===== src/design/ata_pio_read_queue_sequencer_unit_macros.svh =====
// assertion macros for the ata pio read queue sequencer
// used by the top level only; no other dependencies
`ifndef ATA_PIO_READ_QUEUE_SEQUENCER_UNIT_MACROS_SVH
`define ATA_PIO_READ_QUEUE_SEQUENCER_UNIT_MACROS_SVH

// same-cycle implication, checked on the rising clock edge outside reset
`define APRQ_ASSERT_IMP(label, clk, rst_n, ante, cons) \
    label: assert property (@(posedge clk) disable iff (!rst_n) (ante) |-> (cons)) \
        else $error("aprq assertion failed");

// next-cycle implication, checked on the rising clock edge outside reset
`define APRQ_ASSERT_NXT(label, clk, rst_n, ante, cons) \
    label: assert property (@(posedge clk) disable iff (!rst_n) (ante) |=> (cons)) \
        else $error("aprq assertion failed");

`endif


===== src/design/aprq_pkg.sv =====
// shared types and constants of the ata pio read queue sequencer
// no dependencies; imported by every module of the block
`default_nettype none

package aprq_pkg;

    localparam int LBA_W   = 48;
    localparam int TAG_W   = 8;
    localparam int ADDR_W  = 16;
    localparam int BYTE_W  = 8;
    localparam int ACT_W   = 3;
    localparam int OFS_W   = 3;
    localparam int STEP_W  = 4;

    localparam int QUEUE_DEPTH_DEF = 8;

    // ten task-file writes per issue, steps 0..9
    localparam logic [STEP_W-1:0] ISSUE_LAST = 4'd9;

    localparam logic [ACT_W-1:0] ACT_WRITE    = 3'd0;
    localparam logic [ACT_W-1:0] ACT_READ     = 3'd1;
    localparam logic [ACT_W-1:0] ACT_DONE     = 3'd2;
    localparam logic [ACT_W-1:0] ACT_NODATA   = 3'd3;
    localparam logic [ACT_W-1:0] ACT_SPURIOUS = 3'd4;
    localparam logic [ACT_W-1:0] ACT_BUSY     = 3'd5;
    localparam logic [ACT_W-1:0] ACT_FULL     = 3'd6;

    localparam logic OP_ENQUEUE = 1'b0;
    localparam logic OP_IRQ     = 1'b1;

    localparam logic [ADDR_W-1:0] IO_BASE_RST  = 16'h01F0;
    localparam logic [BYTE_W-1:0] CMD_READ_EXT = 8'h24;
    localparam logic [BYTE_W-1:0] DEVSEL_LBA   = 8'h40;

    localparam int STATUS_DRQ_BIT  = 3;
    localparam int STATUS_BUSY_BIT = 7;

    // register index taken from paddr[2]
    localparam logic REG_IO_BASE   = 1'b0;
    localparam logic REG_DRIVE_SEL = 1'b1;

    typedef enum logic [3:0] {
        S_IDLE,
        S_FULL,
        S_SPUR,
        S_FETCH_IRQ,
        S_READ,
        S_DONE,
        S_NODATA,
        S_FETCH_ISSUE,
        S_ISSUE,
        S_BUSY
    } t_state;

    typedef struct packed {
        logic push;
        logic pop;
    } t_q_cmd;

    typedef struct packed {
        logic empty;
        logic full;
        logic multi;
    } t_q_stat;

    typedef struct packed {
        logic              data_port;
        logic [STEP_W-1:0] step;
    } t_unit_req;

    typedef struct packed {
        logic              strobe;
        logic [ACT_W-1:0]  action;
        logic [ADDR_W-1:0] port_address;
        logic [BYTE_W-1:0] port_value;
        logic [TAG_W-1:0]  done_tag;
        logic              last;
    } t_result;

endpackage

`default_nettype wire


===== src/design/aprq_queue.sv =====
// request fifo: lba and tag memory with head/tail pointers and fill count
// depends on aprq_pkg
`default_nettype none

module aprq_queue import aprq_pkg::*; #(
    parameter int DEPTH = QUEUE_DEPTH_DEF
) (
    input  wire logic              i_clk,
    input  wire logic              i_rst_n,
    input  wire t_q_cmd            i_cmd,
    input  wire logic [LBA_W-1:0]  i_wr_lba,
    input  wire logic [TAG_W-1:0]  i_wr_tag,
    output t_q_stat                o_stat,
    output logic [LBA_W-1:0]       o_rd_lba,
    output logic [TAG_W-1:0]       o_rd_tag
);

    localparam int PTR_W = (DEPTH > 1) ? $clog2(DEPTH) : 1;
    localparam int CNT_W = $clog2(DEPTH + 1);
    localparam int ENT_W = LBA_W + TAG_W;

    logic [ENT_W-1:0] mem [DEPTH];
    logic [ENT_W-1:0] r_rd;

    logic [PTR_W-1:0] r_head, n_head;
    logic [PTR_W-1:0] r_tail, n_tail;
    logic [CNT_W-1:0] r_count, n_count;

    function automatic logic [PTR_W-1:0] ptr_inc(input logic [PTR_W-1:0] p);
        if (p == PTR_W'(DEPTH - 1)) begin
            return '0;
        end
        return p + PTR_W'(1);
    endfunction

    // registered read of the head entry
    always_ff @(posedge i_clk) begin
        if (i_cmd.push) begin
            mem[r_tail] <= {i_wr_lba, i_wr_tag};
        end
        r_rd <= mem[r_head];
    end

    always_comb begin
        n_head  = r_head;
        n_tail  = r_tail;
        n_count = r_count;
        if (i_cmd.push) begin
            n_tail  = ptr_inc(r_tail);
            n_count = r_count + CNT_W'(1);
        end
        if (i_cmd.pop) begin
            n_head  = ptr_inc(r_head);
            n_count = r_count - CNT_W'(1);
        end
    end

    always_ff @(posedge i_clk) begin
        if (!i_rst_n) begin
            r_head  <= '0;
            r_tail  <= '0;
            r_count <= '0;
        end else begin
            r_head  <= n_head;
            r_tail  <= n_tail;
            r_count <= n_count;
        end
    end

    assign o_stat.empty = (r_count == '0);
    assign o_stat.full  = (r_count == CNT_W'(DEPTH));
    assign o_stat.multi = (r_count > CNT_W'(1));
    assign o_rd_lba     = r_rd[ENT_W-1:TAG_W];
    assign o_rd_tag     = r_rd[TAG_W-1:0];

endmodule

`default_nettype wire


===== src/design/aprq_bus_unit.sv =====
// shared bus unit: task-file step table and the io address adder
// depends on aprq_pkg
`default_nettype none

module aprq_bus_unit import aprq_pkg::*; (
    input  wire logic [ADDR_W-1:0] i_io_base,
    input  wire logic              i_drive_select,
    input  wire t_unit_req         i_req,
    input  wire logic [LBA_W-1:0]  i_lba,
    output logic [ADDR_W-1:0]      o_port_address,
    output logic [BYTE_W-1:0]      o_port_value
);

    logic [OFS_W-1:0]  ofs;
    logic [BYTE_W-1:0] val;

    always_comb begin
        case (i_req.step)
            4'd0: begin ofs = 3'd6; val = DEVSEL_LBA | {3'b000, i_drive_select, 4'b0000}; end
            4'd1: begin ofs = 3'd2; val = 8'h00; end
            4'd2: begin ofs = 3'd3; val = i_lba[31:24]; end
            4'd3: begin ofs = 3'd4; val = i_lba[39:32]; end
            4'd4: begin ofs = 3'd5; val = i_lba[47:40]; end
            4'd5: begin ofs = 3'd2; val = 8'h01; end
            4'd6: begin ofs = 3'd3; val = i_lba[7:0]; end
            4'd7: begin ofs = 3'd4; val = i_lba[15:8]; end
            4'd8: begin ofs = 3'd5; val = i_lba[23:16]; end
            4'd9: begin ofs = 3'd7; val = CMD_READ_EXT; end
            default: begin ofs = 3'd0; val = 8'h00; end
        endcase
        // data register sits at the base address itself
        if (i_req.data_port) begin
            ofs = '0;
            val = '0;
        end
    end

    assign o_port_address = i_io_base + ADDR_W'(ofs);
    assign o_port_value   = val;

endmodule

`default_nettype wire


===== src/design/aprq_ctrl.sv =====
// sequencer: walks one transaction through its results, one per cycle apart from the head-entry fetch states
// depends on aprq_pkg
`default_nettype none

module aprq_ctrl import aprq_pkg::*; (
    input  wire logic              i_clk,
    input  wire logic              i_rst_n,
    input  wire logic              i_accept,
    input  wire logic              i_opcode,
    input  wire logic [TAG_W-1:0]  i_tag,
    input  wire logic              i_drq,
    input  wire logic              i_busy_flag,
    input  wire t_q_stat           i_stat,
    input  wire logic [TAG_W-1:0]  i_rd_tag,
    input  wire logic [ADDR_W-1:0] i_unit_addr,
    input  wire logic [BYTE_W-1:0] i_unit_value,
    output logic                   o_busy,
    output t_q_cmd                 o_q_cmd,
    output t_unit_req              o_unit_req,
    output t_result                o_result
);

    t_state            r_state, n_state;
    logic [STEP_W-1:0] r_step, n_step;
    logic              r_drq;
    logic              r_bsy;
    logic [TAG_W-1:0]  r_tag;

    // next state
    always_comb begin
        n_state = r_state;
        n_step  = r_step;
        case (r_state)
            S_IDLE: begin
                if (i_accept) begin
                    if (i_opcode == OP_ENQUEUE) begin
                        if (i_stat.full) begin
                            n_state = S_FULL;
                        end else if (i_stat.empty) begin
                            n_state = S_FETCH_ISSUE;
                        end
                    end else if (i_stat.empty) begin
                        n_state = S_SPUR;
                    end else begin
                        n_state = S_FETCH_IRQ;
                    end
                end
            end
            S_FULL:      n_state = S_IDLE;
            S_SPUR:      n_state = r_bsy ? S_BUSY : S_IDLE;
            S_FETCH_IRQ: n_state = r_drq ? S_READ : S_NODATA;
            S_READ:      n_state = S_DONE;
            S_DONE: begin
                if (i_stat.multi) begin
                    n_state = S_FETCH_ISSUE;
                end else begin
                    n_state = r_bsy ? S_BUSY : S_IDLE;
                end
            end
            S_NODATA: begin
                n_state = S_ISSUE;
                n_step  = '0;
            end
            S_FETCH_ISSUE: begin
                n_state = S_ISSUE;
                n_step  = '0;
            end
            S_ISSUE: begin
                if (r_step == ISSUE_LAST) begin
                    n_state = r_bsy ? S_BUSY : S_IDLE;
                end else begin
                    n_step = r_step + STEP_W'(1);
                end
            end
            S_BUSY:  n_state = S_IDLE;
            default: n_state = S_IDLE;
        endcase
    end

    // outputs
    always_comb begin
        o_busy               = (r_state != S_IDLE);
        o_q_cmd.push         = (r_state == S_IDLE) && i_accept
                               && (i_opcode == OP_ENQUEUE) && !i_stat.full;
        o_q_cmd.pop          = (r_state == S_DONE);
        o_unit_req.data_port = (r_state == S_READ);
        o_unit_req.step      = r_step;
        o_result             = '0;
        case (r_state)
            S_FULL: begin
                o_result.strobe   = 1'b1;
                o_result.action   = ACT_FULL;
                o_result.done_tag = r_tag;
                o_result.last     = 1'b1;
            end
            S_SPUR: begin
                o_result.strobe = 1'b1;
                o_result.action = ACT_SPURIOUS;
                o_result.last   = !r_bsy;
            end
            S_READ: begin
                o_result.strobe       = 1'b1;
                o_result.action       = ACT_READ;
                o_result.port_address = i_unit_addr;
                o_result.done_tag     = i_rd_tag;
            end
            S_DONE: begin
                o_result.strobe   = 1'b1;
                o_result.action   = ACT_DONE;
                o_result.done_tag = i_rd_tag;
                o_result.last     = !i_stat.multi && !r_bsy;
            end
            S_NODATA: begin
                o_result.strobe   = 1'b1;
                o_result.action   = ACT_NODATA;
                o_result.done_tag = i_rd_tag;
            end
            S_ISSUE: begin
                o_result.strobe       = 1'b1;
                o_result.action       = ACT_WRITE;
                o_result.port_address = i_unit_addr;
                o_result.port_value   = i_unit_value;
                o_result.done_tag     = i_rd_tag;
                o_result.last         = (r_step == ISSUE_LAST) && !r_bsy;
            end
            S_BUSY: begin
                o_result.strobe = 1'b1;
                o_result.action = ACT_BUSY;
                o_result.last   = 1'b1;
            end
            default: o_result = '0;
        endcase
    end

    always_ff @(posedge i_clk) begin
        if (!i_rst_n) begin
            r_state <= S_IDLE;
            r_step  <= '0;
        end else begin
            r_state <= n_state;
            r_step  <= n_step;
        end
    end

    // per-transaction flags; busy check only applies to interrupts
    always_ff @(posedge i_clk) begin
        if ((r_state == S_IDLE) && i_accept) begin
            r_drq <= i_drq;
            r_bsy <= (i_opcode == OP_IRQ) && i_busy_flag;
            r_tag <= i_tag;
        end
    end

endmodule

`default_nettype wire


===== src/design/ata_pio_read_queue_sequencer_unit.sv =====
// top level of the ata pio lba48 read queue sequencer
// depends on aprq_pkg, aprq_queue, aprq_bus_unit, aprq_ctrl and the macros header
`default_nettype none

// how to use it
// - command channel: drive the fields and raise start; the transaction is taken at
//   a rising edge where start is high and busy is low. opcode 0 queues a read
//   request (lba, tag), opcode 1 reports a drive interrupt with its two status bytes
// - result channel: each result is shown for exactly one cycle with o_strobe high;
//   o_last marks the final result of a transaction. the receiver cannot stall it
// - apb port: io_base at byte address 0, drive_select at 4; pready is tied high
//   and writes are expected only while busy is low and the last result is out
// - order: a full queue or a spurious interrupt gives its first result from the state
//   register through the result output register; otherwise a head-entry fetch comes first
// - busy stays high while each result is formed and through each head-entry memory read,
//   is already low while the final result is shown, and no new transaction is taken until it falls
// - an enqueue into a non-empty queue that is not full gives no result and busy does not rise
// - one shared adder forms every port address; the sequencer steps it once a
//   cycle through the ten task-file writes
// - reset (synchronous, active low) empties the queue, restores io_base to 0x1f0
//   and master drive select, and drops any transaction in flight

module ata_pio_read_queue_sequencer_unit import aprq_pkg::*; #(
    parameter int QUEUE_DEPTH = QUEUE_DEPTH_DEF
) (
    input  wire logic              i_clk,
    input  wire logic              i_rst_n,
    // command channel
    input  wire logic              start,
    output logic                   busy,
    input  wire logic              i_opcode,
    input  wire logic [LBA_W-1:0]  i_request_lba,
    input  wire logic [TAG_W-1:0]  i_request_tag,
    input  wire logic [7:0]        i_status_at_irq,
    input  wire logic [7:0]        i_status_after,
    // result channel
    output logic                   o_strobe,
    output logic [ACT_W-1:0]       o_action,
    output logic [ADDR_W-1:0]      o_port_address,
    output logic [BYTE_W-1:0]      o_port_value,
    output logic [TAG_W-1:0]       o_done_tag,
    output logic                   o_last,
    // configuration port
    input  wire logic              psel,
    input  wire logic              penable,
    input  wire logic              pwrite,
    input  wire logic [2:0]        paddr,
    input  wire logic [31:0]       pwdata,
    output logic [31:0]            prdata,
    output logic                   pready
);

`include "ata_pio_read_queue_sequencer_unit_macros.svh"

    // configuration registers
    logic [ADDR_W-1:0] r_io_base;
    logic              r_drive_select;
    logic              cfg_wr;

    // internal hookups
    logic              accept;
    t_q_cmd            q_cmd;
    t_q_stat           q_stat;
    logic [LBA_W-1:0]  rd_lba;
    logic [TAG_W-1:0]  rd_tag;
    t_unit_req         unit_req;
    logic [ADDR_W-1:0] unit_addr;
    logic [BYTE_W-1:0] unit_value;
    t_result           result;

    // result output register
    logic              r_strobe;
    t_result           r_result;

    assign pready = 1'b1;
    assign cfg_wr = psel && penable && pwrite && pready;

    always_ff @(posedge i_clk) begin
        if (!i_rst_n) begin
            r_io_base      <= IO_BASE_RST;
            r_drive_select <= 1'b0;
        end else if (cfg_wr) begin
            case (paddr[2])
                REG_IO_BASE:   r_io_base      <= pwdata[ADDR_W-1:0];
                REG_DRIVE_SEL: r_drive_select <= pwdata[0];
                default:       r_io_base      <= r_io_base;
            endcase
        end
    end

    // readback, byte lane offset bits ignored
    always_comb begin
        case (paddr[2])
            REG_IO_BASE:   prdata = {{(32 - ADDR_W){1'b0}}, r_io_base};
            REG_DRIVE_SEL: prdata = {31'b0, r_drive_select};
            default:       prdata = '0;
        endcase
    end

    assign accept = start && !busy;

    aprq_queue #(
        .DEPTH (QUEUE_DEPTH)
    ) u_queue (
        .i_clk    (i_clk),
        .i_rst_n  (i_rst_n),
        .i_cmd    (q_cmd),
        .i_wr_lba (i_request_lba),
        .i_wr_tag (i_request_tag),
        .o_stat   (q_stat),
        .o_rd_lba (rd_lba),
        .o_rd_tag (rd_tag)
    );

    // one adder shared by the data read and every task-file write
    aprq_bus_unit u_bus_unit (
        .i_io_base      (r_io_base),
        .i_drive_select (r_drive_select),
        .i_req          (unit_req),
        .i_lba          (rd_lba),
        .o_port_address (unit_addr),
        .o_port_value   (unit_value)
    );

    aprq_ctrl u_ctrl (
        .i_clk        (i_clk),
        .i_rst_n      (i_rst_n),
        .i_accept     (accept),
        .i_opcode     (i_opcode),
        .i_tag        (i_request_tag),
        .i_drq        (i_status_at_irq[STATUS_DRQ_BIT]),
        .i_busy_flag  (i_status_after[STATUS_BUSY_BIT]),
        .i_stat       (q_stat),
        .i_rd_tag     (rd_tag),
        .i_unit_addr  (unit_addr),
        .i_unit_value (unit_value),
        .o_busy       (busy),
        .o_q_cmd      (q_cmd),
        .o_unit_req   (unit_req),
        .o_result     (result)
    );

    // strobe is control and gets reset; the payload just follows
    always_ff @(posedge i_clk) begin
        if (!i_rst_n) begin
            r_strobe <= 1'b0;
        end else begin
            r_strobe <= result.strobe;
        end
    end

    always_ff @(posedge i_clk) begin
        r_result <= result;
    end

    assign o_strobe       = r_strobe;
    assign o_action       = r_result.action;
    assign o_port_address = r_result.port_address;
    assign o_port_value   = r_result.port_value;
    assign o_done_tag     = r_result.done_tag;
    assign o_last         = r_result.last;

    // a result only follows a cycle of work
    `APRQ_ASSERT_IMP(a_strobe_after_busy, i_clk, i_rst_n, o_strobe, $past(busy))
    // a final result is never directly followed by another
    `APRQ_ASSERT_NXT(a_gap_after_last, i_clk, i_rst_n, o_strobe && o_last, !o_strobe)
    // the queue never pushes and pops in one cycle, and never pushes while full
    `APRQ_ASSERT_IMP(a_no_push_pop, i_clk, i_rst_n, q_cmd.push, !q_cmd.pop && !q_stat.full)

endmodule

`default_nettype wire


===== config.mk =====
export PLATFORM = sky130hd
export DESIGN_NAME = ata_pio_read_queue_sequencer_unit
export DESIGN_NICKNAME = d
export VERILOG_FILES = /design/src/design/aprq_pkg.sv /design/src/design/aprq_queue.sv /design/src/design/aprq_bus_unit.sv /design/src/design/aprq_ctrl.sv /design/src/design/ata_pio_read_queue_sequencer_unit.sv
export VERILOG_INCLUDE_DIRS = /design/src /design/src/design
export SDC_FILE = /design/constraint.sdc
export NUM_CORES = 1
export LEC_CHECK = 0
export ABC_CLOCK_PERIOD_IN_PS = 15750
export BUFFER_PORTS_ARGS = -buffer_cell sky130_fd_sc_hd__buf_2
export CORE_ASPECT_RATIO = 0.8
export CORE_MARGIN = 2
export CORE_UTILIZATION = 64
export DETAILED_ROUTE_END_ITERATION = 12
export GPL_ROUTABILITY_DRIVEN = 0
export PLACE_DENSITY_LB_ADDON = 0.2
export SYNTH_ARGS = -nofsm -noshare
export SYNTH_HDL_FRONTEND = slang
export SYNTH_SLANG_ARGS = --single-unit
export TNS_END_PERCENT = 5

===== constraint.sdc =====
create_clock -name i_clk -period 15.75 [get_ports i_clk]
set_clock_uncertainty 0.1 [all_clocks]
set_input_delay 1.575 -clock i_clk [delete_from_list [all_inputs] [get_ports i_clk]]
set_output_delay 1.575 -clock i_clk [all_outputs]
set_load 0.01 [all_outputs]

Word-level counts from Yosys, hierarchy flattened
Memory sizes are Yosys's and may differ from the RTL's. A register that Yosys moved wholly into a read port is not among the register bits.
Index checks and enable logic that the tools add are counted.
{"block": "totals", "in_bits": 114, "reg_bits": 82, "memories": 1, "output_inout_bits": 71, "word_cells": 115, "ramBits": 448}
{"memory": "u_queue.mem", "depth": 8, "word_bits": 56, "rd": 1, "rd_ports_with_merged_regs": 1, "write_ports": 1, "line_no": "aprq_queue.sv:22", "source": "logic [ENT_W-1:0] mem [DEPTH];"}
{"block": "op_classes", "add_sub_neg": 6, "n_eq_ne": 25, "order_cmp": 1, "n_bitwise": 3, "n_reduce_logical": 32, "n_mux": 31}
{"cell": "8-bit one-hot mux with 9 select lines", "n": 1}
{"cell": "32-bit one-hot mux with 2 select lines", "n": 1}
{"cell": "4-bit one-hot mux with 7 select lines", "n": 2}
{"cell": "4-bit 2-to-1 mux", "n": 10}
{"cell": "4-bit by 3-bit equality test with 1-bit output, second input constant", "n": 8}
{"cell": "4-bit equality test, second input constant", "n": 5}
{"cell": "3-bit one-hot mux with 6 select lines", "n": 1}
{"cell": "16-bit by 3-bit adder with 16-bit output", "n": 1}
{"cell": "4-bit by 2-bit equality test with 1-bit output, second input constant", "n": 4}
{"cell": "8-bit one-hot mux with 2 select lines", "n": 1}
{"cell": "2-bit OR reduction", "n": 8}
{"cell": "3-bit 2-to-1 mux", "n": 5}
{"cell": "4-bit zero test", "n": 3}
{"cell": "1-bit logical AND", "n": 9}
{"cell": "4-bit by 1-bit adder with 4-bit output, second input constant", "n": 2}
{"cell": "4-bit by 1-bit equality test with 1-bit output, second input constant", "n": 2}
{"cell": "4-bit one-hot mux with 2 select lines", "n": 1}
{"cell": "1-bit 2-to-1 mux", "n": 7}
{"cell": "3-bit by 1-bit adder with 3-bit output, second input constant", "n": 2}
{"cell": "3-bit equality test, second input constant", "n": 2}
{"cell": "2-bit AND reduction", "n": 3}
{"cell": "4-bit by 1-bit > comparator with 1-bit output, second input constant", "n": 1}
{"cell": "1-bit zero test", "n": 4}
{"cell": "2-bit inequality test, second input constant", "n": 2}
{"cell": "10 further kinds", "n": 13}

Longest topological paths before layout
Gate-level depths: netlist of run 1.
{"block": "depth", "ltp_word": 8, "mapped_depth": 14, "depth_no_buf": 13}

Cells and area by module
Synthesis of run 1 repeated with hierarchy kept, for this count alone.
{"block": "hier_totals", "hier_cells": 1229, "area_unflattened_um2": 22567.9}
{"mod": "aprq_queue", "instances": 1, "cells_per_inst": 777, "seq_area_each_um2": 14774.2, "area_per_inst_um2": 18515.3}
{"mod": "ata_pio_read_queue_sequencer_unit", "instances": 1, "cells_per_inst": 149, "seq_area_each_um2": 1081.0, "area_per_inst_um2": 1727.9}
{"mod": "aprq_ctrl", "instances": 1, "cells_per_inst": 166, "seq_area_each_um2": 460.4, "area_per_inst_um2": 1342.5}
{"mod": "aprq_bus_unit", "instances": 1, "cells_per_inst": 137, "seq_area_each_um2": 0.0, "area_per_inst_um2": 982.2}

Least setup slack after synthesis of run 1
OpenSTA, ideal clock, no wires.
{"block": "synth_path", "path_kind": "input port to flip-flop", "start": "input start", "end": "memory u_queue.mem[4][0] (netlist name), enable pin", "n_path_buf": 0, "setup_time_ps": 628, "cell_stages": 3, "required_ps": 15022, "setup_slack_ps": 7227, "arrival_time_ps": 7795, "path_cell_list": "nor2b_1 -> nand3_2 -> nor4b_1"}
{"block": "synth_between", "elab_chain_len": 6}
{"element": "from (decl)", "line_no": "ata_pio_read_queue_sequencer_unit.sv:29", "source": "input wire logic start,"}
{"element": "1-bit logical AND", "line_no": "ata_pio_read_queue_sequencer_unit.sv:100", "source": "assign accept = start && !busy;"}
{"element": "1-bit logical AND", "line_no": "aprq_ctrl.sv:83", "source": "o_q_cmd.push = (r_state == S_IDLE) && i_accept"}
{"element": "1-bit logical AND (2 in series)", "line_no": "aprq_ctrl.sv:84", "source": "&& (i_opcode == OP_ENQUEUE) && !i_stat.full;"}
{"element": "1-bit 2-to-1 mux", "line_no": "aprq_queue.sv:38", "source": "if (i_cmd.push) begin"}
{"element": "1-bit 2-to-1 mux (implied by the code)", "line_no": "aprq_queue.sv:39", "source": "mem[r_tail] <= {i_wr_lba, i_wr_tag};"}
{"element": "to (decl)", "line_no": "aprq_queue.sv:22"}
No other way between the ends.

Final worst setup path of run 1
{"block": "layout_path", "start": "register u_ctrl.r_step[0]", "end": "register r_result, in the netlist o_port_address[14]"}
{"block": "layout_between", "elab_chain_len": 5, "word_cells_on_any_way": 17, "cone_classes": "1 x add/sub; 9 x eq/ne; 2 x mux; 5 x reduce/logical"}
{"element": "from (decl)", "line_no": "aprq_ctrl.sv:24", "source": "logic [STEP_W-1:0] r_step, n_step;"}
{"element": "from (signal assigned)", "line_no": "aprq_ctrl.sv:141", "source": "r_step <= n_step;"}
{"element": "4-bit by 3-bit equality test with 1-bit output (tied with other cells)", "line_no": "aprq_bus_unit.sv:18", "source": "case (i_req.step)"}
{"element": "2-bit OR reduction (no source line)"}
{"element": "3-bit one-hot mux with 6 select lines (*)", "line_no": "aprq_bus_unit.sv:18"}
{"element": "3-bit 2-to-1 mux (*)", "line_no": "aprq_bus_unit.sv:32", "source": "if (i_req.data_port) begin"}
{"element": "16-bit by 3-bit adder with 16-bit output (*)", "line_no": "aprq_bus_unit.sv:38", "source": "assign o_port_address = i_io_base + ADDR_W'(ofs);"}
{"element": "to (signal assigned)", "line_no": "ata_pio_read_queue_sequencer_unit.sv:153", "source": "r_result <= result;"}
{"element": "to (decl)", "line_no": "ata_pio_read_queue_sequencer_unit.sv:73", "source": "t_result r_result;"}
Mark *: on every way between the ends. The rest lies on a longest branch, timed or not.
A chain may end at the register's enable or synchronous reset.

==> flow_summary_export.csv, run 1 <==
group,metric,value,unit
outcome,status,"completed",
logic_synthesis,synthCells,1205,
die,coreArea,0.0339,mm²
timing,period_needed,4.10,ns
die,fp.dieH,170,µm
clock_tree,cts_setup_buffers,0,
global_route,antenna_found_initial,6,
clock_tree,cts_buffer_depth,3,
logic_synthesis,netlist-cell-type-count,68,
global_route,grt_pass1_vias,11200,
timing,max_freq,0.244,GHz
routing,drt_iter0_markers,1067,
global_route,grt-ovfl-total,0,
clock_tree,cts_sinks,586,
die,ios,185,
routing,totalWireLength,43800,µm
worst_setup_path,end_kind,"register",
global_route,grt_start_max_net_pins,60,
logic_synthesis,synth_flop_cell,"edfxtp_1",
timing,rsz0062_at_grt,"false",
die,rows,60,
logic_synthesis,seq_area_frac_synth,73.6,%
die,die-area,0.0362,mm²
worst_setup_path,setup.worst_path.class,"register to register",
clock_tree,hold_buffers,0,
logic_synthesis,avgSynthCellArea,18.4,µm²
clock_tree,clk_pin_slew,0.07,ns
clock_tree,htree_levels,2,
routing,wl_per_cell,23.5,µm
clock_tree,cts_buffers,53,
logic_synthesis,ys_ff_latch,586,
timing,tightest_slew,1.16,ns
logic_synthesis,ys_warn_count,0,
place,io_buffer_count,135,
finish,area_growth,12.8,%
timing,whs,0.337,ns
timing,hold_viol_final,0,
worst_setup_path,cp_max_fo,19,
routing,final_antenna_net_count,0,
global_route,grt_pass1_wl,66300,µm
clock_tree,cts_tree,"done",
die,start_util,65.5,%
clock_tree,clock-root-buffer,"clkbuf_16",
job,drv_cap,0,
clock_tree,cts_resized,0,
finish,nets,1480,
place,dp_slack,11.22,ns
routing,drc,0,
worst_setup_path,crit_arrival,4.50,ns
die,die_x,212,µm
pwr,p_leak,8.34,nW
global_route,gr-usage-all-layers,24.8,%
routing,vias,11300,
timing,post-route-period-util,26.0,%
worst_setup_path,critPathLaunchType,"register",
logic_synthesis,ys_async_sr_fraction,0,%
finish,drive_gt1_share,30.7,%
timing,slew_headroom,22.4,%
clock_tree,insertion_delay,0.58,ns
routing,dr.pass1.iters,5,
pwr,powerDensity,138,mW/mm²
worst_setup_path,worstPathRequired,16.15,ns
logic_synthesis,syn_area,0.0222,mm²
timing,final-setup-viol-count,0,
timing,postLayoutSetupSlackWorst,11.65,ns
place,dpl.hpwl,24300,µm
routing,vias_per_cell,6.05,
logic_synthesis,synth-edff-count,458,
timing,maxSlewViolCount,0,
pwr,ir_worst_vdd,119,µV
timing,tns,0,ns
min_path,hp-class,"register to register",
## cell usage in the layout (no fill, tap or decap), drive strengths merged, types with 15 or more instances in the layout
| cell | instances |
|---|---|
| o21ai | 17 |
| nand3 | 16 |
| nand2 | 61 |
| clkinv | 20 |
| buf | 152 |
| a21oi | 41 |
| mux4 | 112 |
| clkbuf | 72 |
| nor2b | 17 |
| edfxtp | 458 |
| conb | 17 |
| dfxtp | 128 |
| nor2 | 40 |
| inv | 18 |
| mux2 | 58 |
| ha | 15 |
## cell usage after synthesis (6+ instances only)
library cell    n  area (µm²)
nand3b_1        7        52.6
and2_1          6        37.5
edfxtp_1      458       13800
nand3_1        15        75.1
nand2b_1        6        37.5
buf_2          11        55.1
nor3_1          7        35.0
a22oi_1         7        52.6
nor3b_1         6        45.0
inv_1          15        56.3
mux2_2         58         653
buf_4          24         180
or3_1           7        43.8
o21ai_0        17        85.1
a221oi_1        6        52.6
clkbuf_1       37         139
a31oi_1         7        43.8
nor2_1         40         150
ha_1           15         188
nor2b_1        17         106
a22o_1          8        70.1
mux4_2        112        2520
a211oi_1        6        45.0
nand2_1        60         225
dfxtp_1       128        2560
a21oi_1        41         205
## worst max-delay path, stage by stage, from the launching register on
cell,delay (ns)
dfxtp_1,0.37
inv_1,0.11
ha_1,0.72
nor2_1,0.10
o21ai_0,0.28
o311a_1,0.31
o31a_1,0.24
ha_1,0.20
inv_1,0.06
fa_1,0.40
nor2b_1,0.30
o21ai_0,0.26
or3_1,0.41
a21oi_1,0.16
## flip-flops by register name, summed over array words and instances, names as in the netlist
register	cells
r_drive_select	1
o_last	1
o_port_value	8
u_queue.r_rd	56
u_queue.mem	448
u_ctrl.r_drq	1
u_queue.r_count	4
u_queue.r_tail	3
o_port_address	16
o_done_tag	8
o_action	3
o_strobe	1
u_queue.r_head	3
u_ctrl.r_step	4
r_io_base	16
u_ctrl.r_bsy	1
u_ctrl.r_state	4
u_ctrl.r_tag	8
## path summary, 6_finish.rpt
check | depth (start not counted) | startpoint | slack, ns | to
worst max-delay path | 13 | u_ctrl.r_step[0] | 11.65 | o_port_address[14]
worst min-delay path | 1 | u_queue.r_rd[7] | 0.34 | o_done_tag[7]
worst max register to register | 13 | u_ctrl.r_step[0] | 11.65 | o_port_address[14]
worst min register to register | 1 | u_queue.r_rd[7] | 0.34 | o_done_tag[7]
## power by group
part / switching (mW) / total [mW] / internal, mW / leakage, nW
Clock: 0.538 / 1.26 / 0.719 / 0.861
Sequential: 0.0608 / 1.84 / 1.78 / 5.19
Combinational: 0.196 / 0.349 / 0.153 / 2.29
## cells by family (layout without fill, tap and decap cells)
logic type      count (synthesis)  after routing  synth area share, %
other cells                     2             20               0.0339
buf+inv                        93            266                 2.08
xor+xnor                        9              9                0.389
fa+ha+maj                      16             16                0.937
simple gates                  203            203                 4.86
compound gates                122            122                 3.63
flops                         586            586                 73.6
mux                           174            174                 14.5
## layer usage
metal	part of all wire [%]	global-route usage (%)
met3	7.1	4.99
met2	49	39.9
met5	0.073	0
met1	42	35.5
met4	1.9	6.98
## cell type report
type                       count  area (µm²)
sequential                   586       16300
fill                        1930        8850
multi-input combinational    541        5500
clock buffer                  72        1500
timing repair buffer         152         803
tap                          465         582
clock inverter                26         221
inverter                      16        60.1
antenna                        3        7.51
## stage by stage
stage	util (%)	instances	total power [mW]	instance area (µm²)
after floorplan	-	1220	2.10	22200
after global placement	68.7	1760	2.20	23300
after detailed placement	68.7	1760	2.22	23300
after CTS	73.8	1858	3.47	25000
after global routing	73.8	1859	3.56	25000
final	73.8	1861	3.44	25000
(Power assumes the default switching activity.)
==> run 2, diff against run 1 <==
- ABC_AREA: default -> 1
- ABC_CLOCK_PERIOD_IN_PS: 15750 -> 4300
- CORE_UTILIZATION: 64 -> 59
- clock period: 15.75 -> 4.3 ns (I/O delays scaled with it)
==> flow_summary_export.csv, run 2 <==
group,metric,value,unit
outcome,status,"completed",
logic_synthesis,synthCells,1772,
logic_synthesis,synth-edff-count,458,
place,dpl.hpwl,26000,µm
die,start_util,59.5,%
pwr,p_int,9.95,mW
worst_setup_path,worstPathRequired,4.66,ns
logic_synthesis,ys_async_sr_fraction,0,%
logic_synthesis,seq_area_frac_synth,72.1,%
worst_setup_path,worstRegToRegCells,17,
finish,stdcell_count,2456,
timing,slew_headroom,28.1,%
finish,reg.largest.list,"u_queue.mem (448), u_queue.r_rd (56)",
finish,final-seq-area,0.0163,mm²
pwr,switchingPower,3.27,mW
pwr,p_seq_share,50.9,%
worst_setup_path,critPathMaxStageDelay,0.44,ns
pwr,clkPwrFrac,36.5,%
pwr,switching_share,24.7,%
die,die-area,0.0399,mm²
finish,area_growth,13.6,%
logic_synthesis,ys_warn_count,0,
clock_tree,clk_pin_slew,0.06,ns
routing,drc,0,
finish,final_util,67.6,%
worst_setup_path,crit_chain,"inv_1 -> ha_1 -> nand3_1 -> nand2_1 -> nor2_1 -> o211ai_1 -> nand2_1 -> nor2_1 -> ha_1 -> inv_1 -> fa_1 -> inv_1 -> nand2_1 -> a21oi_1 -> nand3_1 -> o21ai_1 -> a21oi_1",
place,place_inst,2332,
worst_setup_path,critPathLaunchType,"register",
place,dp_slack,0.912,ns
finish,drive_gt1_share,13.5,%
timing,final-setup-viol-count,0,
finish,num-fill-cells,2670,
global_route,antenna_found_initial,6,
global_route,grt_start_max_net_pins,118,
logic_synthesis,synth_top_area_share,60.8,%
finish,top_register,"u_queue.mem",
clock_tree,cts_resized,0,
finish,nets,2044,
place,postPlaceCellArea,0.0237,mm²
timing,hold_viol_final,0,
timing,max_freq,0.290,GHz
timing,post-route-period-util,80.3,%
worst_setup_path,path_depth,17,
place,io_buffer_count,135,
logic_synthesis,yosys.cell_count.top_type,"edfxtp_1",
finish,final_common_cell,"edfxtp_1",
global_route,grt-ovfl-total,0,
finish,multiInputGateArea,0.00554,mm²
worst_setup_path,crit_arrival,3.82,ns
min_path,hp-class,"input pin to register",
clock_tree,cts_sinks,586,
timing,maxSlewViolCount,0,
routing,wl_per_cell,19.5,µm
routing,dr.pass1.iters,5,
timing,rsz0062_at_grt,"false",
job,drv_cap,0,
pwr,p_leak,9.19,nW
worst_setup_path,setup.worst_path.class,"register to register",
routing,totalWireLength,47900,µm
routing,vias_per_cell,5.64,
clock_tree,cts_setup_buffers,0,
logic_synthesis,ys_top_cells_by_area,"edfxtp_1, dfxtp_1, mux2i_1, nand2_1, o21ai_0",
worst_setup_path,r2r_slack,0.85,ns
finish,stdcell_area,0.0257,mm²
logic_synthesis,yosys.area.top_type,"edfxtp_1",
clock_tree,clock-root-buffer,"clkbuf_16",
die,die_x,223,µm
timing,postLayoutSetupSlackWorst,0.848,ns
timing,tightest_slew,1.08,ns
logic_synthesis,ys_top_cells_by_count,"edfxtp_1, nand2_1, nor2_1",
min_path,hold_path_depth,3,
logic_synthesis,netlist-cell-type-count,37,
worst_setup_path,cp_max_fo,6,
worst_setup_path,end_kind,"register",
pwr,ir_worst_vdd,425,µV
pwr,power_frac_comb,12.6,%
timing,tns,0,ns
finish,largest_register_ffs,448,
global_route,grt_pass1_vias,13300,
die,coreArea,0.0380,mm²
global_route,gr-usage-all-layers,24.0,%
finish,layout_common_cells,"edfxtp_1, nand2_1, nor2_1, o21ai_0, buf_2",
clock_tree,cts_buffers,54,
die,fp.dieH,179,µm
clock_tree,cts_tree,"done",
die,ios,185,
die,rows,64,
clock_tree,insertion_delay,0.58,ns
routing,vias,13800,
timing,period_needed,3.45,ns
logic_synthesis,synth_flop_cell,"edfxtp_1",
worst_setup_path,crit_slowest_cell,"a21oi_1",
worst_setup_path,critPathTopFamily,"simple AND/OR/NAND/NOR gates",
clock_tree,cts_buffer_depth,3,
worst_setup_path,critPathBufInv,3,
logic_synthesis,ys_ff_latch,586,
clock_tree,htree_levels,2,
logic_synthesis,syn_area,0.0226,mm²
routing,drt_iter0_markers,1190,
global_route,grt_pass1_wl,73500,µm
pwr,powerDensity,514,mW/mm²
logic_synthesis,avgSynthCellArea,12.8,µm²
routing,final_antenna_net_count,0,
-- run 2: cell count changes in the layout (fill, tap and decap cells not counted), sizes merged, moves of 11 or more --
cell and delta:
nor2 +141, nor2b -17, nand2 +238, nand3 +28
mux4 -112, dlygate4sd3 +21, inv +47, o21ai +138
mux2i +108, o22ai +108, nor3 +11, mux2 -58
clkbuf +14
-- run 2: repair_timing --
action | 4_1_cts | 5_1_grt
endpoints found under the hold margin | 103 | 0
hold buffers | 21 | 0
setup endpoints to repair | 0 | 0
-- run 2: layout make-up --
type                            instances  area share (%)
Clock inverter                         15           0.696
Multi-Input combinational cell       1031            21.5
Inverter                               65           0.959
Antenna cell                            2          0.0195
Tap cell                              495            2.41
Sequential cell                       586            63.5
Timing Repair Buffer                  176            4.47
Clock buffer                           86            6.40
-- run 2: logic make-up after synthesis --
group,count (synthesis),synth area share [%]
flops,586,72.1
fa+ha+maj,16,0.918
mux,112,4.95
compound gates,330,8.16
buf+inv,170,3.84
simple gates,552,9.83
other cells,2,0.0332
xor+xnor,4,0.155
-- run 2: final timing paths --
kind,start,end
min,i_status_after[7],u_ctrl.r_bsy
max reg2reg,u_ctrl.r_step[1],o_port_address[10]
max,u_ctrl.r_step[1],o_port_address[10]
min reg2reg,u_queue.r_rd[3],o_done_tag[3]
-- run 2: through the flow --
| stage | power [mW] | hold slack (ns) |
|---|---|---|
| after global routing | 13.8 | 0.00691 |
| after detailed placement | 8.48 | 0.337 |
| final | 13.2 | 0.0174 |
| after global placement | 8.44 | 0.339 |
| after CTS | 13.3 | 0.000658 |
| after floorplan | 7.93 | 0.319 |
-- run 2: per-layer routing --
layer,wire length [µm],vias up,global-route usage [%]
li1,-,6626,-
met1,20700,6699,32.3
met2,23100,416,40.4
met3,2990,89,4.15
met4,1060,10,7.44
met5,57,-,0
-- run 2: tightest hold or removal path: stages --
cell and delay (ns):
buf_2 0.08, nand2_1 0.04, inv_1 0.04
-- run 2: power groups by stage --
stage,logic (mW),clock network (mW),registers [mW]
after floorplan,1.11,0,6.82
after global placement,1.61,0,6.83
after detailed placement,1.64,0,6.84
after CTS,1.67,4.90,6.72
after global routing,1.87,5.13,6.76
final,1.67,4.83,6.72
==> run 3, diff against run 2 <==
- ABC_CLOCK_PERIOD_IN_PS: 4300 -> 3300
- clock period: 4.3 -> 3.3 ns (I/O delays scaled with it)
==> flow_summary_export.csv, run 3 (synthesis gave the netlist of run 2 again) <==
group,metric,value,unit
outcome,status,"completed",
finish,reg.largest.list,"u_queue.mem (448), u_queue.r_rd (56)",
finish,final-seq-area,0.0163,mm²
pwr,p_leak,9.47,nW
routing,routed.top_layer,"met4",
finish,multiInputGateArea,0.00560,mm²
worst_setup_path,crit_slowest_cell,"fa_1",
pwr,ir_worst_vdd,538,µV
clock_tree,clk_pin_slew,0.07,ns
routing,wl_met3,2800,µm
global_route,gr-usage-all-layers,24.1,%
die,die_x,223,µm
pwr,powerDensity,653,mW/mm²
global_route,grt_start_max_net_pins,133,
timing,maxSlewViolCount,0,
routing,dr_wl_met2,23400,µm
timing,hold_viol_final,0,
place,dpl.hpwl,27000,µm
timing,slew_headroom,36.8,%
pwr,finalPower,17.2,mW
routing,final_antenna_net_count,0,
job,drv_cap,0,
routing,dr.pass1.iters,5,
timing,rsz0062_at_grt,"false",
worst_setup_path,worstPathRequired,3.66,ns
worst_setup_path,critPathMaxStageDelay,0.38,ns
clock_tree,cts_buffers,54,
worst_setup_path,path_depth,17,
worst_setup_path,cp_common_cell,"inv_1",
routing,wl_met1,21300,µm
finish,area_growth,16.6,%
die,fp.dieH,179,µm
worst_setup_path,end_kind,"register",
die,ios,185,
routing,drc,0,
finish,nets,2103,
routing,totalWireLength,48700,µm
finish,largest_register_ffs,448,
worst_setup_path,crit_arrival,3.31,ns
clock_tree,insertion_delay,0.58,ns
pwr,switching_share,25.1,%
finish,layout_common_cells,"edfxtp_1, nand2_1, nor2_1, o21ai_0, buf_2",
pwr,p_seq_share,51.0,%
worst_setup_path,reg2reg_to,"o_port_address[10]",
timing,post-route-period-util,89.2,%
clock_tree,clock-root-buffer,"clkbuf_16",
clock_tree,cts_sinks,586,
place,postPlaceCellArea,0.0238,mm²
timing,final-setup-viol-count,0,
timing,period_needed,2.94,ns
worst_setup_path,cp_max_fo,9,
worst_setup_path,crit_chain,"inv_1 -> ha_1 -> nand3_1 -> inv_2 -> nor2_1 -> o211ai_1 -> nand2_1 -> nor2_1 -> ha_1 -> inv_1 -> fa_1 -> inv_1 -> nand2_1 -> a21oi_4 -> nand3_1 -> o21ai_1 -> a21oi_1",
die,die-area,0.0399,mm²
worst_setup_path,critPathLaunch,"u_ctrl.r_step[0]",
finish,stdcell_area,0.0264,mm²
timing,tightest_slew,0.944,ns
worst_setup_path,critPathLaunchType,"register",
worst_setup_path,setup.worst_path.end,"o_port_address[10]",
timing,max_freq,0.340,GHz
worst_setup_path,critPathTopFamily,"adder cells",
global_route,antenna_found_initial,3,
global_route,grt_pass1_vias,13600,
worst_setup_path,r2r_slack,0.36,ns
die,rows,64,
clock_tree,cts_buffer_depth,3,
routing,drt_iter0_markers,1210,
die,start_util,59.5,%
worst_setup_path,worstRegToRegCells,17,
routing,vias_per_cell,5.60,
die,coreArea,0.0380,mm²
finish,top_register,"u_queue.mem",
finish,drive_gt1_share,13.5,%
finish,num-fill-cells,2636,
worst_setup_path,reg2reg_from,"u_ctrl.r_step[0]",
routing,vias,14100,
routing,wl_per_cell,19.4,µm
global_route,grt-ovfl-total,0,
place,io_buffer_count,135,
pwr,clkPwrFrac,35.9,%
clock_tree,htree_levels,2,
pwr,p_int,12.9,mW
pwr,power_frac_comb,13.1,%
worst_setup_path,setup.worst_path.class,"register to register",
min_path,hp-class,"input pin to register",
worst_setup_path,critPathBufInv,4,
finish,final_common_cell,"edfxtp_1",
clock_tree,cts_tree,"done",
pwr,switchingPower,4.32,mW
global_route,grt_pass1_wl,74400,µm
run 3: worst register-to-register path: cells and delay by family (launching register included):
family / cells / cell delay [ns]
fa+ha+maj: 3 / 0.75
simple gates: 6 / 0.67
compound gates: 4 / 0.55
buf+inv: 4 / 0.41
flops: 1 / 0.34
run 3: power groups by stage:
stage | Combinational [mW] | Sequential (mW) | Clock (mW)
3_3_place_gp | 2.12 | 8.91 | 0
3_5_place_dp | 2.17 | 8.92 | 0
5_1_grt | 2.52 | 8.81 | 6.55
6_report | 2.26 | 8.77 | 6.18
2_1_floorplan | 1.45 | 8.88 | 0
4_1_cts | 2.27 | 8.77 | 6.26
run 3: what timing repair did:
action                                 in CTS  in global routing
endpoints found under the hold margin     475                  0
resized for setup                           0                  2
setup endpoints to repair                   0                  4
hold buffers                               75                  0
setup buffers                               0                  0
run 3: cell type report:
cell class	count	area share, %
Timing Repair Buffer	235	6.83
Clock inverter	23	0.830
Inverter	65	0.935
Antenna cell	3	0.0285
Multi-Input combinational cell	1031	21.2
Sequential cell	586	61.9
Tap cell	495	2.35
Clock buffer	78	5.89
run 3: layer usage:
layer / up-vias / track usage [%]
met5: - / 0
met2: 438 / 40.4
met3: 87 / 3.77
met1: 6797 / 32.9
li1: 6772 / -
met4: 0 / 7.77
run 3: metrics by stage:
stage / cells / hold slack [ns] / util [%] / setup slack (ns) / setup TNS [ns]
finish: 2516 / 0.0291 / 69.3 / 0.356 / 0
detailed placement: 2337 / 0.337 / 62.6 / 0.156 / 0
floorplan: 1787 / 0.319 / - / -0.737 / -318.37
global route: 2516 / 0.0421 / 69.3 / 0.0412 / 0
CTS: 2513 / 0.00954 / 69.3 / 0.143 / 0
global placement: 2337 / 0.343 / 62.6 / 0.257 / 0
run 3: how the worst min path moves through the flow:
stage                     cells after the start  slack (ns)             from                end
final                                         4        0.03          penable     r_drive_select
after global routing                          3        0.04            start  u_queue.r_tail[2]
after floorplan                               1        0.32  u_queue.r_rd[0]      o_done_tag[0]
after global placement                        1        0.34  u_queue.r_rd[4]      o_done_tag[4]
after detailed placement                      1        0.34  u_queue.r_rd[4]      o_done_tag[4]
after CTS                                     4        0.01          penable     r_drive_select
